<file path="src/hdl/ghst_ram.sv">
// Single-port-write, single-port-read RAM with registered read data.
// No dependencies; instantiated for each store of the table.
module ghst_ram #(
  parameter int W     = 8,
  parameter int DEPTH = 16,
  parameter int AW    = 4
) (
  input  logic          clk,
  input  logic          we,
  input  logic [AW-1:0] waddr,
  input  logic [W-1:0]  wdata,
  input  logic [AW-1:0] raddr,
  output logic [W-1:0]  rdata
);
  logic [W-1:0] mem [DEPTH];

  // write port
  always_ff @(posedge clk) begin
    if (we) begin
      mem[waddr] <= wdata;
    end
  end

  // registered read port
  always_ff @(posedge clk) begin
    rdata <= mem[raddr];
  end
endmodule

</file>
<file path="config.mk">
export PLATFORM = sky130hd
export DESIGN_NAME = ghst_ram
export DESIGN_NICKNAME = d
export VERILOG_FILES = /design/src/hdl/ghst_ram.sv
export SDC_FILE = /design/constraint.sdc
export NUM_CORES = 1
export LEC_CHECK = 0
export BUFFER_PORTS_ARGS = -buffer_cell sky130_fd_sc_hd__buf_4
export CAP_MARGIN = 20
export CORE_ASPECT_RATIO = 2
export CORE_MARGIN = 5
export CORE_UTILIZATION = 55
export DETAILED_ROUTE_END_ITERATION = 8
export GPL_TIMING_DRIVEN = 1
export PLACE_DENSITY_LB_ADDON = 0.12
export SLEW_MARGIN = 10
export SYNTH_ARGS = -nofsm -noshare
export SYNTH_HDL_FRONTEND = slang
export SYNTH_SLANG_ARGS = --single-unit
</file>
<file path="constraint.sdc">
create_clock -name clk -period 1.8 [get_ports clk]
set_input_delay 0.09 -clock clk [delete_from_list [all_inputs] [get_ports clk]]
set_output_delay 0.09 -clock clk [all_outputs]
set_load 0.005 [all_outputs]
</file>
==> flow_results.org <==
** Power
- Clock power frac :: 42.9%
- For this design the static power due to leakage is 2.12 nW.
- Worst IR drop on VDD :: 1.07 mV
- Sequential cells account for 51.9% of the total power.
- In this run the power density over the cells is 1120 nW/um^2.
- Proportion of power drawn by combinational gates :: 5.2%
- In this run the power spent charging and discharging nets is 1.30 mW.
- Switching part of the total power :: 18.9%
- P_int :: 5.57 mW

** Synthesis
- Arithmetic-cell share of the synthesized area counting full adders, half adders and majority gates :: 0%
- The mapped netlist covers 5150 sq um.
- Synth area leaders :: sky130_fd_sc_hd__edfxtp_1 75%, sky130_fd_sc_hd__mux4_2 7.9%, sky130_fd_sc_hd__mux4_1 7.1%
- After synthesis, the netlist uses 19 different library cells.
- Most frequent cell after synthesis :: sky130_fd_sc_hd__edfxtp_1
- Syn_area_per_cell :: 22.5 sq um
- Register area share after synthesis :: 77.8%
- Xor/xnor cell area share of the yosys netlist :: 0%
- Summing the areas of all and, or, nand and nor instances in the mapped netlist gives 3.18% of the synthesized area.
- Post-synthesis compound-gate area fraction :: 2.33%
- Multiplexer cells account for 15.0% of the synthesized area.
- Synthesis handed over a netlist of 229 instances.
- Commonest cells in the synthesized netlist :: 128 x sky130_fd_sc_hd__edfxtp_1, 18 x sky130_fd_sc_hd__mux4_2, 16 x sky130_fd_sc_hd__a22oi_1
- Leading register cell type out of synthesis :: sky130_fd_sc_hd__edfxtp_1
- Counting flops with a built-in enable in the synthesized netlist gives 128.
- Count of warnings emitted by yosys :: 0
- After synthesis the netlist holds a flip-flop and latch count of 136.
- After synthesis, the largest family of logic cells by area is multiplexers.
- For this run, asynchronously set or reset flops after synthesis account for 0%.
- The top cell type by area accounts for 74.7% of the synthesized area.
- The synthesized design spends more area on one cell type than any other, namely sky130_fd_sc_hd__edfxtp_1.
- Number of nets produced by synthesis :: 247

** Setup path
- The worst setup path is launched from a flip-flop.
- CP endpoint kind :: flip-flop
- The worst setup path is of the reg2reg kind.
- Along the worst path, the maximum fanout reaches 1.
- For the worst setup path, the data required time is 2.09 ns.
- Crit path arrival time :: 1.63 ns

** CTS
- CTS saw 136 sinks.
- Resized cells post-CTS :: 0
- Clock latency on the worst-skew pair :: 0.40 ns
- Clock tree from TritonCTS :: yes
- Number of buffers created by CTS :: 17
- Maximum level of the CTS H-tree :: 4
- After clock tree synthesis, the clock-pin slew on the worst setup and hold paths is 0.05 ns.
- The cell sitting at the root of the clock tree is a sky130_fd_sc_hd__clkbuf_16.
- Maximum count of clock buffers along a single path :: 2

** Timing
- The count of final hold-check violations is 0.
- Period Utilization, post-route :: 74.4%
- Maximum frequency from static timing analysis :: 746 MHz
- In this run the tightest slew margin relative to its limit is 69.0%.
- Final hold analysis gives a worst-case slack of 0.190 ns.
- In the final timing run, aggregate negative setup slack is 0 ns.
- Endpoints failing setup :: 0
- Unrepaired setup endpoints after global routing :: no
- The clock period could shrink to 1.34 ns.
- Skew final :: 0.00506 ns
- The worst path meets setup with 0.460 ns of slack.
- Fin. max-slew vios :: 0
- For the pin with the worst max-slew slack, the measured transition is 0.465 ns.

** Floorplan
- Full die area :: 11500 sq um
- Die width :: 78.4 um
- The initial utilization of the core area, before any placement, comes to 55.6%.
- The core region is 9260 sq um.
- Pin placement for this block handled 26 I/O pins.
- The initialized floorplan defines 50 standard-cell rows.
- The die is 147 um tall.

** Place
- In this run, placement finished with an instance count of 369.
- Detailed placement ended at an HPWL of 6080 um.
- Port bufs :: 25
- Setup Slack @ Placement :: 0.293 ns
- GP Congestion :: 0.766

** Run status
- The run finished with clean final reports.

** Routing
- In the final routed layout, each cell accounts on average for 22.0 um.
- Count of vias placed by the detailed router :: 2369
- The detailed router finished its first iteration with 90 violations.
- Residual DRC :: 0
- The detail route stage leaves a number of antenna-violating nets equal to 0.
- The first detailed-routing pass took 6 iterations.
- The final layout contains routed wiring with a total length of 8980 um.
- Routed vias/inst :: 5.81

** Final layout
- The net count of the finished layout is 310.
- Relative area change from synthesis to final layout :: 19.6%
- Ratio of cells with drive above 1 in the final layout :: 29.3%
- Ant diodes :: 0
- Measured on the finished design, the core utilization comes to 66.5%.
- After the flow finishes, the layout carries non-filler instances totaling 408.

** GRT
- Via count of the first global-routing pass :: 2571
- The number of antenna violations at the first check in global routing came to 0.
- In the global route stage, overall resource usage came out at 17.5%.
- Summed over all layers, the global routing overflow is 0.
- First-pass GRT wire length :: 14300 um
- Entering global routing, the biggest net connects 33 pins.

** Job
- Number of max-cap violations :: 0

** Worst hold path
- The worst hold path belongs to the class in2reg.
-- cell families after synthesis --
logic type | Yosys count
DFF | 136
muxes | 32
AOI/OAI and AO/OA | 16
and+or+nand+nor | 35
buffers and inverters | 10
-- power groups by stage --
stage	logic (mW)	registers [mW]	clock network [mW]
3_3_place_gp	0.335	3.62	0
6_report	0.353	3.56	2.95
2_1_floorplan	0.180	3.62	0
5_1_grt	0.384	3.56	3.19
3_5_place_dp	0.345	3.62	0
4_1_cts	0.362	3.56	3.00
-- worst paths after layout --
kind / slack, ns / end / startpoint / depth (start not counted)
setup reg to reg: 0.46 / rdata[1] / mem[5][1] / 3
setup / recovery: 0.46 / rdata[1] / mem[5][1] / 3
hold / removal: 0.19 / rdata[0] / raddr[2] / 4
hold reg to reg: 0.69 / rdata[1] / mem[12][1] / 3
-- placed cells by master (no fill, tap or decap), types with 3 or more instances in the layout --
master / instances
sky130_fd_sc_hd__mux4_2: 18
sky130_fd_sc_hd__clkbuf_16: 17
sky130_fd_sc_hd__buf_4: 44
sky130_fd_sc_hd__clkbuf_8: 3
sky130_fd_sc_hd__clkbuf_1: 6
sky130_fd_sc_hd__dfxtp_1: 8
sky130_fd_sc_hd__nand2_1: 9
sky130_fd_sc_hd__dlygate4sd3_1: 8
sky130_fd_sc_hd__nor2_1: 13
sky130_fd_sc_hd__mux4_1: 14
sky130_fd_sc_hd__a22oi_1: 16
sky130_fd_sc_hd__clkinv_2: 4
sky130_fd_sc_hd__nor3_1: 4
sky130_fd_sc_hd__edfxtp_1: 128
-- metrics by stage --
step / cell area [sq um] / power [mW]
2_1_floorplan: 5150 / 3.80
3_3_place_gp: 5560 / 3.96
3_5_place_dp: 5560 / 3.97
4_1_cts: 6150 / 6.92
5_1_grt: 6150 / 7.14
6_report: 6150 / 6.86
-- layout make-up --
class	instances	area [sq um]
clock buffer	26	489
clock inverter	5	23.8
fill	621	3100
multi-input combinational	83	1060
sequential	136	4000
tap	104	130
timing repair buffer	54	450
-- worst max-delay path, cell delays in order, from the launching register on --
cell and delay [ns]:
sky130_fd_sc_hd__edfxtp_1 0.37, sky130_fd_sc_hd__mux4_1 0.54, sky130_fd_sc_hd__a22oi_1 0.23, sky130_fd_sc_hd__nand2_1 0.08
-- state kept, by name, indices dropped and copies added, names as in the netlist --
| register | cells |
|---|---|
| rdata | 8 |
| mem | 128 |
-- timing repair --
action | CTS | global route
hold buffers | 8 | 0
endpoints found under the hold margin | 128 | 0
endpoints found under the setup margin | 0 | 0
buffers inserted | 0 | 0
-- routing by layer --
layer	up-vias	wire length (um)	global-route usage, %
met1	1220	3290	18.8
met3	12	302	5.64
met2	40	5270	31.4
met5	-	0	0
li1	1097	-	-
met4	0	121	6.39
No activity file was read; power rests on OpenSTA's default activity.
